==> src/hw/rtl/kdlpr_pkg.sv <==
`default_nettype none
package kdlpr_pkg;

  // Fixed field widths and slot counts
  localparam int MaxKeys  = 4;
  localparam int KeyIdxW  = 2;
  localparam int KindW    = 2;
  localparam int LongW    = 16;
  localparam int PeriodW  = 8;
  localparam int CntW     = 7;
  localparam int CfgIdxW  = 4;
  localparam int CfgDataW = 16;
  localparam int SlotsN   = 2 * MaxKeys;
  localparam int SelW     = 3;

  // Event kinds
  localparam logic [KindW-1:0] EvPress  = 2'd0;
  localparam logic [KindW-1:0] EvLong   = 2'd1;
  localparam logic [KindW-1:0] EvRepeat = 2'd2;

  // Register indexes
  localparam logic [CfgIdxW-1:0] CfgLong0   = 4'd0;
  localparam logic [CfgIdxW-1:0] CfgLong3   = 4'd3;
  localparam logic [CfgIdxW-1:0] CfgRepeat0 = 4'd4;
  localparam logic [CfgIdxW-1:0] CfgRepeat3 = 4'd7;

  // Register reset values
  localparam logic [LongW-1:0]   LongReset   = 16'd100;
  localparam logic [PeriodW-1:0] RepeatReset = 8'd10;

  // Events one key raises in one tick: press, then long or repeat
  typedef struct packed {
    logic press;
    logic second;
    logic rpt;
  } lane_evt_t;

endpackage
`default_nettype wire

==> src/hw/rtl/kdlpr_lane.sv <==
`default_nettype none
module kdlpr_lane #(
  parameter int FILTER_TICKS = 5
) (
  input  wire logic                              clk_i,
  input  wire logic                              rst_ni,
  input  wire logic                              accept_i,
  input  wire logic                              level_i,
  input  wire logic [kdlpr_pkg::LongW-1:0]       long_time_i,
  input  wire logic [kdlpr_pkg::PeriodW-1:0]     repeat_period_i,
  input  wire logic                              cfg_clr_i,
  output kdlpr_pkg::lane_evt_t                   evt_o
);

  localparam logic [kdlpr_pkg::CntW-1:0] FtC    = kdlpr_pkg::CntW'(FILTER_TICKS);
  localparam logic [kdlpr_pkg::CntW-1:0] Ft2C   = kdlpr_pkg::CntW'(2 * FILTER_TICKS);
  localparam logic [kdlpr_pkg::CntW-1:0] CntRst = kdlpr_pkg::CntW'(FILTER_TICKS / 2);

  logic [kdlpr_pkg::CntW-1:0]    cnt_q, cnt_d;
  logic                          held_q, held_d;
  logic [kdlpr_pkg::LongW-1:0]   hold_q, hold_d;
  logic [kdlpr_pkg::PeriodW-1:0] rep_q, rep_d;
  logic [kdlpr_pkg::LongW-1:0]   hold_inc;
  logic [kdlpr_pkg::PeriodW-1:0] rep_inc;

  assign hold_inc = hold_q + 1'b1;
  assign rep_inc  = rep_q + 1'b1;

  // Debounce, hold and repeat update for one tick
  always_comb begin
    cnt_d  = cnt_q;
    held_d = held_q;
    hold_d = hold_q;
    rep_d  = rep_q;
    evt_o  = '0;
    if (level_i) begin
      if (cnt_q < FtC) begin
        cnt_d = FtC;
      end else if (cnt_q < Ft2C) begin
        cnt_d = cnt_q + 1'b1;
      end else begin
        if (!held_q) begin
          held_d      = 1'b1;
          evt_o.press = 1'b1;
        end
        if (long_time_i != '0) begin
          if (hold_q < long_time_i) begin
            hold_d       = hold_inc;
            evt_o.second = (hold_inc == long_time_i);
          end else if (repeat_period_i != '0) begin
            if (rep_inc >= repeat_period_i) begin
              rep_d        = '0;
              evt_o.second = 1'b1;
              evt_o.rpt    = 1'b1;
            end else begin
              rep_d = rep_inc;
            end
          end
        end
      end
    end else begin
      if (cnt_q > FtC) begin
        cnt_d = FtC;
      end else if (cnt_q != '0) begin
        cnt_d = cnt_q - 1'b1;
      end else begin
        held_d = 1'b0;
      end
      hold_d = '0;
      rep_d  = '0;
    end
  end

  // Commit state on an accepted tick; else a settings write clears the repeat count
  always_ff @(posedge clk_i or negedge rst_ni) begin
    if (!rst_ni) begin
      cnt_q  <= CntRst;
      held_q <= 1'b0;
      hold_q <= '0;
      rep_q  <= '0;
    end else if (accept_i) begin
      cnt_q  <= cnt_d;
      held_q <= held_d;
      hold_q <= hold_d;
      rep_q  <= rep_d;
    end else if (cfg_clr_i) begin
      rep_q  <= '0;
    end
  end

endmodule
`default_nettype wire

==> src/hw/rtl/kdlpr_merge.sv <==
`default_nettype none
module kdlpr_merge (
  input  wire logic                                            clk_i,
  input  wire logic                                            rst_ni,
  input  wire logic                                            accept_i,
  input  kdlpr_pkg::lane_evt_t [kdlpr_pkg::MaxKeys-1:0]        evt_i,
  output logic                                                 tick_ok_o,
  input  wire logic                                            out_stall_i,
  output logic                                                 out_valid_o,
  output logic [kdlpr_pkg::KeyIdxW-1:0]                        out_key_index_o,
  output logic [kdlpr_pkg::KindW-1:0]                          out_event_kind_o,
  output logic                                                 out_last_event_o
);

  logic [kdlpr_pkg::SlotsN-1:0]  pend_q, pend_d, pend_new, rest;
  logic [kdlpr_pkg::MaxKeys-1:0] rpt_q, rpt_d, rpt_new;
  logic [kdlpr_pkg::SelW-1:0]    sel;
  logic                          out_load, pop;
  logic                          valid_q;
  logic [kdlpr_pkg::KeyIdxW-1:0] key_q;
  logic [kdlpr_pkg::KindW-1:0]   kind_q, kind_d;
  logic                          last_q;

  // Flatten lane events into slots: press of key k, then its second event
  always_comb begin
    for (int k = 0; k < kdlpr_pkg::MaxKeys; k++) begin
      pend_new[2*k]   = evt_i[k].press;
      pend_new[2*k+1] = evt_i[k].second;
      rpt_new[k]      = evt_i[k].rpt;
    end
  end

  // Pick the lowest pending slot
  always_comb begin
    sel = '0;
    for (int j = kdlpr_pkg::SlotsN - 1; j >= 0; j--) begin
      if (pend_q[j]) sel = kdlpr_pkg::SelW'(j);
    end
  end

  assign out_load  = !valid_q || !out_stall_i;
  assign pop       = out_load && (pend_q != '0);
  assign rest      = pend_q & ~(kdlpr_pkg::SlotsN'(1) << sel);
  assign tick_ok_o = (pend_q == '0) || (pop && (rest == '0));

  always_comb begin
    pend_d = pend_q;
    rpt_d  = rpt_q;
    if (accept_i) begin
      pend_d = pend_new;
      rpt_d  = rpt_new;
    end else if (pop) begin
      pend_d = rest;
    end
  end

  always_comb begin
    if (!sel[0]) begin
      kind_d = kdlpr_pkg::EvPress;
    end else if (rpt_q[sel[kdlpr_pkg::SelW-1:1]]) begin
      kind_d = kdlpr_pkg::EvRepeat;
    end else begin
      kind_d = kdlpr_pkg::EvLong;
    end
  end

  // Hold pending slots; drop each as it moves to the output register
  always_ff @(posedge clk_i or negedge rst_ni) begin
    if (!rst_ni) begin
      pend_q  <= '0;
      valid_q <= 1'b0;
    end else begin
      pend_q <= pend_d;
      if (out_load) valid_q <= pop;
    end
  end

  // Output payload and repeat kinds
  always_ff @(posedge clk_i) begin
    rpt_q <= rpt_d;
    if (pop) begin
      key_q  <= sel[kdlpr_pkg::SelW-1:1];
      kind_q <= kind_d;
      last_q <= (rest == '0);
    end
  end

  assign out_valid_o      = valid_q;
  assign out_key_index_o  = key_q;
  assign out_event_kind_o = kind_q;
  assign out_last_event_o = last_q;

endmodule
`default_nettype wire

==> src/hw/rtl/key_debounce_long_press_repeat.sv <==
`default_nettype none
// Key debounce with long press and auto repeat.
// Input channel (in_valid_i / in_stall_o): one scan tick per item, bit k of
// key_levels_i is the raw level of key k. Output channel (out_valid_o /
// out_stall_i): one key event per item, tagged with key index, kind
// (press, long, repeat) and a flag on the final event of its tick.
// Settings port (cfg_valid_i / cfg_ready_o): indexes 0..3 set the long time
// of each key, 4..7 the repeat period; other indexes are dropped. Writing a
// key's setting clears its repeat count. Write only while idle.
// One lane per key updates its state in the cycle a tick is accepted; the
// merge stage loads the tick's events into its event queue and moves them
// to the output register one per cycle while the receiver does not stall,
// draining the queue one slot per cycle; the next tick is taken in the
// cycle the last event moves to the output register.
// Ticks that raise no event are taken every cycle.
// Reset sets each debounce count to half the filter ticks, clears held, hold
// and repeat counts, and loads long time 100 and repeat period 10.
// While the receiver stalls, the output event holds and at most one more
// tick's events wait in the queue; then in_stall_o rises.
module key_debounce_long_press_repeat #(
  parameter int KEYS         = 4,
  parameter int FILTER_TICKS = 5
) (
  input  wire logic                              clk_i,
  input  wire logic                              rst_ni,
  input  wire logic                              in_valid_i,
  output logic                                   in_stall_o,
  input  wire logic [KEYS-1:0]                   key_levels_i,
  output logic                                   out_valid_o,
  input  wire logic                              out_stall_i,
  output logic [kdlpr_pkg::KeyIdxW-1:0]          out_key_index_o,
  output logic [kdlpr_pkg::KindW-1:0]            out_event_kind_o,
  output logic                                   out_last_event_o,
  input  wire logic                              cfg_valid_i,
  output logic                                   cfg_ready_o,
  input  wire logic [kdlpr_pkg::CfgIdxW-1:0]     cfg_idx_i,
  input  wire logic [kdlpr_pkg::CfgDataW-1:0]    cfg_data_i
);

  logic [kdlpr_pkg::LongW-1:0]   long_q [kdlpr_pkg::MaxKeys];
  logic [kdlpr_pkg::PeriodW-1:0] per_q  [kdlpr_pkg::MaxKeys];
  logic                          cfg_we, cfg_hit;
  logic                          tick_ok, accept;
  kdlpr_pkg::lane_evt_t [kdlpr_pkg::MaxKeys-1:0] evt;

  assign cfg_ready_o = 1'b1;
  assign cfg_we      = cfg_valid_i && cfg_ready_o;
  assign cfg_hit     = cfg_idx_i inside {[kdlpr_pkg::CfgLong0:kdlpr_pkg::CfgRepeat3]};

  // Settings registers
  always_ff @(posedge clk_i or negedge rst_ni) begin
    if (!rst_ni) begin
      for (int k = 0; k < kdlpr_pkg::MaxKeys; k++) begin
        long_q[k] <= kdlpr_pkg::LongReset;
        per_q[k]  <= kdlpr_pkg::RepeatReset;
      end
    end else if (cfg_we) begin
      if (cfg_idx_i inside {[kdlpr_pkg::CfgLong0:kdlpr_pkg::CfgLong3]}) begin
        long_q[cfg_idx_i[1:0]] <= cfg_data_i;
      end else if (cfg_idx_i inside {[kdlpr_pkg::CfgRepeat0:kdlpr_pkg::CfgRepeat3]}) begin
        per_q[cfg_idx_i[1:0]] <= cfg_data_i[kdlpr_pkg::PeriodW-1:0];
      end
    end
  end

  assign accept     = in_valid_i && tick_ok;
  assign in_stall_o = !tick_ok;

  // One lane per key
  for (genvar k = 0; k < kdlpr_pkg::MaxKeys; k++) begin : g_lane
    if (k < KEYS) begin : g_used
      kdlpr_lane #(
        .FILTER_TICKS(FILTER_TICKS)
      ) u_lane (
        .clk_i          (clk_i),
        .rst_ni         (rst_ni),
        .accept_i       (accept),
        .level_i        (key_levels_i[k]),
        .long_time_i    (long_q[k]),
        .repeat_period_i(per_q[k]),
        .cfg_clr_i      (cfg_we && cfg_hit && (cfg_idx_i[1:0] == 2'(k))),
        .evt_o          (evt[k])
      );
    end else begin : g_unused
      assign evt[k] = '0;
    end
  end

  // Serialize lane events in key order
  kdlpr_merge u_merge (
    .clk_i           (clk_i),
    .rst_ni          (rst_ni),
    .accept_i        (accept),
    .evt_i           (evt),
    .tick_ok_o       (tick_ok),
    .out_stall_i     (out_stall_i),
    .out_valid_o     (out_valid_o),
    .out_key_index_o (out_key_index_o),
    .out_event_kind_o(out_event_kind_o),
    .out_last_event_o(out_last_event_o)
  );

endmodule
`default_nettype wire

==> config.mk <==
export PLATFORM = sky130hd
export DESIGN_NAME = key_debounce_long_press_repeat
export DESIGN_NICKNAME = d
export VERILOG_FILES = /design/src/hw/rtl/kdlpr_pkg.sv /design/src/hw/rtl/kdlpr_lane.sv /design/src/hw/rtl/kdlpr_merge.sv /design/src/hw/rtl/key_debounce_long_press_repeat.sv
export SDC_FILE = /design/constraint.sdc
export NUM_CORES = 1
export LEC_CHECK = 0
export ABC_AREA = 1
export BUFFER_PORTS_ARGS = -buffer_cell sky130_fd_sc_hd__buf_2
export CORE_MARGIN = 3
export CORE_UTILIZATION = 40
export CTS_CLUSTER_SIZE = 24
export DETAILED_ROUTE_END_ITERATION = 7
export HOLD_SLACK_MARGIN = 0.15
export PLACE_DENSITY = 0.56
export SYNTH_ARGS = -nofsm -noshare
export SYNTH_HDL_FRONTEND = slang
export SYNTH_SLANG_ARGS = --single-unit
==> constraint.sdc <==
create_clock -name clk_i -period 4.2 [get_ports clk_i]
set_input_delay 0.42 -clock clk_i [delete_from_list [all_inputs] [get_ports clk_i]]
set_output_delay 0.42 -clock clk_i [all_outputs]
set_load 0.01 [all_outputs]
======== Word level (Yosys, flattened, before mapping) ========
Cells that the tools add are included.
storage, ports and cells
  input port bits ......................... 29
  register bits ........................... 242
  logic and storage cells ................. 363
  output and inout port bits .............. 8
operators by class
  shifts and indexed selects .............. 1
  bitwise gates (word level) .............. 16
  $lt $le $gt $ge ......................... 27
  reductions and logical operators ........ 64
  add/sub/neg operators ................... 16
  equality and inequality tests ........... 55
  multiplexer cells ....................... 151
operators by type and width
  cell                                                            count
  two-way mux 16 bit                                              21
  two-way mux 8 bit                                               39
  two-way mux 7 bit                                               20
  adder 16 x 1 -> 16 bit (second input constant)                  4
  bitwise mux 64 bit                                              1
  == test 16 bit                                                  4
  < comparator 16 bit                                             4
  nonzero test 16 bit                                             4
  two-way mux 3 bit                                               20
  AND reduction 5 bit                                             8
  nonzero test 8 bit                                              5
  inequality test 3 bit (second input constant)                   12
  two-way mux 1 bit                                               33
  adder 8 x 1 -> 8 bit (second input constant)                    4
  bitwise mux 32 bit                                              1
  demux 16 bit (select 2 bit)                                     1
  >= comparator 8 bit                                             4
  inequality test 2 bit (second input constant)                   16
  adder 7 x 1 -> 7 bit (second input constant)                    4
  greater-than comparator 7 x 3 -> 1 bit (second input constant)  4
  < comparator 7 x 3 -> 1 bit (second input constant)             4
  < comparator 7 x 4 -> 1 bit (second input constant)             4
  nonzero test 7 bit                                              4
  subtractor 7 x 1 -> 7 bit (second input constant)               4
  other kinds (31)                                                105

======== Logic depth before layout (Yosys ltp) ========
  depth in word-level cells ............... 17
  mapped depth ............................ 19
  gate-level depth less buffers ........... 18

======== Modules after synthesis ========
From an unflattened synthesis, not the netlist that was laid out.
unflattened totals
  cell total of the unflattened synthesis .. 2605
  area total of the unflattened synthesis .. 17823.3 um^2
by module, submodules not included
  module                                     area an instance (um^2)  seq. area each (um^2)  instances  cells each
  kdlpr_lane at g_lane[0].g_used.u_lane ...  3169.3                   802.0                  3          510
  key_debounce_long_press_repeat             4237.8                   2427.3                 1          470
  kdlpr_lane at g_lane[3].g_used.u_lane      3161.8                   802.0                  1          497
  kdlpr_merge                                915.9                    495.5                  1          108

======== Worst setup path before layout ========
OpenSTA, ideal clock, no wires.
  kind .................................... reg-to-reg
  from .................................... reg g_lane[3].g_used.u_lane.rep_q[0] (netlist name)
  to ...................................... reg u_merge.pend_q[7] (netlist name)
  clock period less this slack ............ 2.257 ns
  arrival ................................. 2.186 ns
  slack ................................... 1.943 ns
  setup time .............................. 0.071 ns
  stages on the path, launching flop included .. 17
  data required time ...................... 4.129 ns
  buffers on the path ..................... 0
  cells stage by stage .................... dfrtp_1 -> nand3_1 -> nor3b_1 -> nand2_1 -> xnor2_1 -> ha_1 -> nand2_1 -> or2_2 -> nand2_1 -> a21oi_1 -> nand2_1 -> nand2_1 -> nand2_1 -> nand4_1 -> nor2_1 -> nor2_1 -> nor2_1
between the ends
  word-level cells in the longest chain between the ends .. 10
ends and longest elaborated chain
  element                   line               text
  start: declaration        kdlpr_lane.sv:22   logic [kdlpr_pkg::PeriodW-1:0] rep_q, rep_d;
  start signal: assignment  kdlpr_lane.sv:85   rep_q <= rep_d;
  adder 8 x 1 -> 8 bit      kdlpr_lane.sv:27   assign rep_inc = rep_q + 1'b1;
  >= comparator 8 bit       kdlpr_lane.sv:51   if (rep_inc >= repeat_period_i) begin
  two-way mux 2 bit         kdlpr_lane.sv:51
  two-way mux 2 bit         kdlpr_lane.sv:50   end else if (repeat_period_i != '0) begin
  two-way mux 1 bit         kdlpr_lane.sv:47   if (hold_q < long_time_i) begin
  two-way mux 2 bit         kdlpr_lane.sv:46   if (long_time_i != '0) begin
  two-way mux 3 bit         kdlpr_lane.sv:39   end else if (cnt_q < Ft2C) begin
  two-way mux 3 bit         kdlpr_lane.sv:37   if (cnt_q < FtC) begin
  two-way mux 3 bit         kdlpr_lane.sv:36   if (level_i) begin
  two-way mux 8 bit         kdlpr_merge.sv:49  if (accept_i) begin
  end signal: assignment    kdlpr_merge.sv:73  pend_q <= pend_d;
  end: declaration          kdlpr_merge.sv:15  logic [kdlpr_pkg::SlotsN-1:0] pend_q, pend_d, pend_new, rest;
Every way passes these cells.
A chain may end at the register's enable or synchronous reset.

======== Final worst setup path ========
  from .................................... reg long_q[18] (netlist name)
  to ...................................... reg g_lane[2].g_used.u_lane.hold_q[2] (netlist name)
between the ends
  word-level cells in the longest chain between the ends .. 3
  elaborated cells between the ends (all ways) .. 5
  classes of those cells .................. order compare: 1; eq/ne: 2; reduce/logical: 2
ends and longest elaborated chain
  element                                                            line                                  text
  start: declaration                                                 key_debounce_long_press_repeat.sv:40  logic [kdlpr_pkg::LongW-1:0] long_q [kdlpr_pkg::MaxKeys];
  start signal: indexed assignment                                   key_debounce_long_press_repeat.sv:54  long_q[k] <= kdlpr_pkg::LongReset;
  start signal: indexed assignment                                   key_debounce_long_press_repeat.sv:59  long_q[cfg_idx_i[1:0]] <= cfg_data_i;
  < comparator 16 bit / nonzero test 16 bit (equally long branches)  kdlpr_lane.sv:47, kdlpr_lane.sv:46
  inequality test 2 x 1 -> 1 bit (no line)                           -
  AND reduction 5 bit (no line) (*)                                  -
  end signal: assignment                                             kdlpr_lane.sv:84                      hold_q <= hold_d;
  end: declaration                                                   kdlpr_lane.sv:21                      logic [kdlpr_pkg::LongW-1:0] hold_q, hold_d;
Mark *: on every way between the ends. The rest lies on a longest branch, timed or not.

==> impl_metrics.csv <==
group,metric,value,unit
pwr,seqPwrFrac,39.0,%
grt,overflow,0,
final_layout,post-route-util,45.1,%
grt,antenna_found_initial,1,
pwr,pwr-share-clk,27.1,%
pwr,intPower,5590,uW
detailed_routing,drt_iter0_markers,1002,
detailed_routing,final_antenna_net_count,0,
placement,io_buffers,35,
final_layout,area_delta_synth_final,10.2,%
detailed_routing,drc,0,
detailed_routing,wirelength,44000,um
critical_path,worstPathArrival,3.61,ns
critical_path,startpoint_type,"flip-flop",
detailed_routing,dr.pass1.iters,5,
synth,syn_area_per_cell,7.27,um^2
critical_path,required,4.64,ns
sta,tightest_slew,1.12,ns
sta,rsz0062_at_grt,"no",
clock_tree,cts_setup_buffers,0,
job,max-cap-violations,0,
sta,finalHoldViolCount,0,
final_layout,fin_nets,2449,
sta,relSlewSlack,25.1,%
clock_tree,clkLatencyLatePin,0.59,ns
floorplanning,rows,73,
floorplanning,coreArea,0.0402,mm^2
critical_path,critical_path_class,"reg2reg",
clock_tree,cts_buffers,30,
clock_tree,cts.sinks,242,
final_layout,final_common_cell,"nand2_1",
synth,synth_edf_count,9,
synth,yosysUniqueCellTypes,47,
floorplanning,ios,37,
pwr,ir_drop,0.294,mV
clock_tree,cts_max_level,1,
placement,dp_slack,1.06,ns
final_layout,fin_area,0.0181,mm^2
clock_tree,clockBufferDepth,3,
synth,synth_flop_cell,"dfrtp_1",
hold_path,worstHoldPathType,"in2reg",
sta,period_share,75.3,%
floorplanning,start_util,40.9,%
synth,ys_ff_latch,242,
final_layout,final_cell_mix,"nand2_1 (623), inv_1 (277), nor2_1 (209), dfrtp_1 (209), o21ai_0 (188)",
grt,grt_pass1_vias,14300,
placement,dpl-instance-area,0.0171,mm^2
critical_path,worst_setup_path_end_kind,"flip-flop",
placement,gp_congestion,0.905,
grt,grt_max_degree,98,
sta,fin_crit,3.16,ns
sta,report.final.slew_viol_count,0,
final_layout,drive_above_1_share,6.33,%
synth,synth-seq-area-share,37.3,%
pwr,powerDensity,507,mW/mm^2
detailed_routing,vias,14700,
detailed_routing,wl_per_cell,15.5,um
sta,tns,0,ns
clock_tree,cts_tree,"built",
outcome,status,"finished, final reports clean",
clock_tree,root_buffer,"clkbuf_16",
synth,ys_warn_count,0,
sta,skew,0.0237,ns
sta,worst_slack,1.04,ns
floorplanning,die_w,209,um
clock_tree,hold_buffers,9,
synth,syn_area,0.0165,mm^2
grt,gr-usage-all-layers,20.2,%
pwr,switchingPower,3620,uW
sta,setup_viol,0,
clock_tree,path_clk_slew,0.06,ns
placement,dp_hpwl,32600,um
pwr,finalPower,9200,uW
synth,synthArstFlopShare,96.3,%
synth,synth_cells,2265,
grt,grt_first_pass_wirelength,73200,um
pwr,switching_share,39.3,%
pwr,p_comb_share,33.9,%
detailed_routing,via_per_inst,5.15,
sta,max_freq,0.316,GHz
clock_tree,post_cts_resized,0,
pwr,p_leak,0.00881,uW
final_layout,antenna_cells,0,
critical_path,path_max_fanout,12,
floorplanning,die_height,209,um
synth,synth_nets,2414,
floorplanning,dieArea,0.0436,mm^2
per-layer routing:
metal	part of all wire [%]	wire [um]	GRT usage (%)	vias to the layer above
met3	3.7	1630	2.75	73
met5	0	0	0	-
met4	2.6	1140	5.17	0
met2	46	20100	33.5	245
li1	-	-	-	7469
met1	48	21200	27.9	6887
critical path: stages, from the launching register on:
cell	delay, ns
dfstp_2	0.56
inv_1	0.06
ha_1	0.27
nand2_1	0.05
o21ai_0	0.11
nand4_1	0.09
nand2_1	0.09
a21boi_0	0.63
nand2_1	0.15
nand2_1	0.10
inv_1	0.05
nor2_2	0.47
inv_1	0.22
nand2_1	0.10
o21ai_0	0.08
layout make-up:
| cell class | instances | area [um^2] |
|---|---|---|
| clock buffer | 41 | 812 |
| clock inverter | 14 | 123 |
| fill | 4133 | 22000 |
| inverter | 286 | 1080 |
| multi-input combinational | 1690 | 9010 |
| sequential | 242 | 6130 |
| tap | 525 | 657 |
| timing repair buffer | 50 | 333 |
synthesized netlist by cell type, types with 14 or more instances:
| cell type | n | area, um^2 |
|---|---|---|
| dfstp_2 | 24 | 631 |
| clkbuf_1 | 29 | 109 |
| a21oi_1 | 86 | 430 |
| nor2_1 | 209 | 785 |
| xor2_1 | 58 | 508 |
| ha_1 | 120 | 1500 |
| o21ai_1 | 43 | 215 |
| nor4_1 | 20 | 125 |
| o22ai_1 | 14 | 87.6 |
| xnor2_1 | 14 | 123 |
| dfrtp_1 | 209 | 5230 |
| nand4_1 | 43 | 269 |
| nand2_1 | 623 | 2340 |
| o21ai_0 | 188 | 941 |
| inv_1 | 277 | 1040 |
| nand3_1 | 184 | 921 |
| nor3_1 | 17 | 85.1 |
through the flow:
step	cells	hold WS, ns
2_1_floorplan	2265	0.124
3_3_place_gp	2784	0.473
3_5_place_dp	2784	0.479
4_1_cts	2848	0.198
5_1_grt	2848	0.223
6_report	2848	0.224
final timing paths:
| check | start | cells after the start | slack [ns] | end |
|---|---|---|---|---|
| worst max-delay path | long_q[18] | 14 | 1.04 | g_lane[2].g_used.u_lane.hold_q[2] |
| worst min-delay path | cfg_data_i[15] | 3 | 0.22 | long_q[63] |
| worst max register to register | long_q[18] | 14 | 1.04 | g_lane[2].g_used.u_lane.hold_q[2] |
| worst min register to register | long_q[10] | 2 | 0.49 | long_q[10] |
| max in group asynchronous | rst_ni | 3 | 2.78 | g_lane[2].g_used.u_lane.cnt_q[1] |
| min in group asynchronous | rst_ni | 2 | 0.45 | g_lane[1].g_used.u_lane.hold_q[0] |
power groups by stage:
stage | combinational (uW) | clock (uW) | sequential, uW
2_1_floorplan | 2440 | 0 | 3410
3_3_place_gp | 3040 | 0 | 3610
3_5_place_dp | 3110 | 0 | 3610
4_1_cts | 3130 | 2570 | 3580
5_1_grt | 3660 | 2650 | 3690
6_report | 3120 | 2490 | 3590
flip-flops by register name (all words and copies together), names as in the netlist:
| signal | cells |
|---|---|
| u_merge.pend_q | 8 |
| g_lane.g_used.u_lane.held_q | 4 |
| u_merge.rpt_q | 4 |
| g_lane.g_used.u_lane.hold_q | 64 |
| g_lane.g_used.u_lane.rep_q | 32 |
| long_q | 64 |
| g_lane.g_used.u_lane.cnt_q | 28 |
| u_merge.out_event_kind_o | 2 |
| u_merge.out_valid_o | 1 |
| u_merge.out_key_index_o | 2 |
| u_merge.out_last_event_o | 1 |
| per_q | 32 |
kinds of logic after synthesis:
family	count (synthesis)	share of synthesized area [%]
simple gates	1134	29.3
compound gates	355	11.4
buf+inv	333	8.00
flops	242	37.3
fa+ha+maj	120	9.12
xor+xnor	80	4.93
other cells	1	0.0228
No activity file was read; power rests on OpenSTA's default activity.
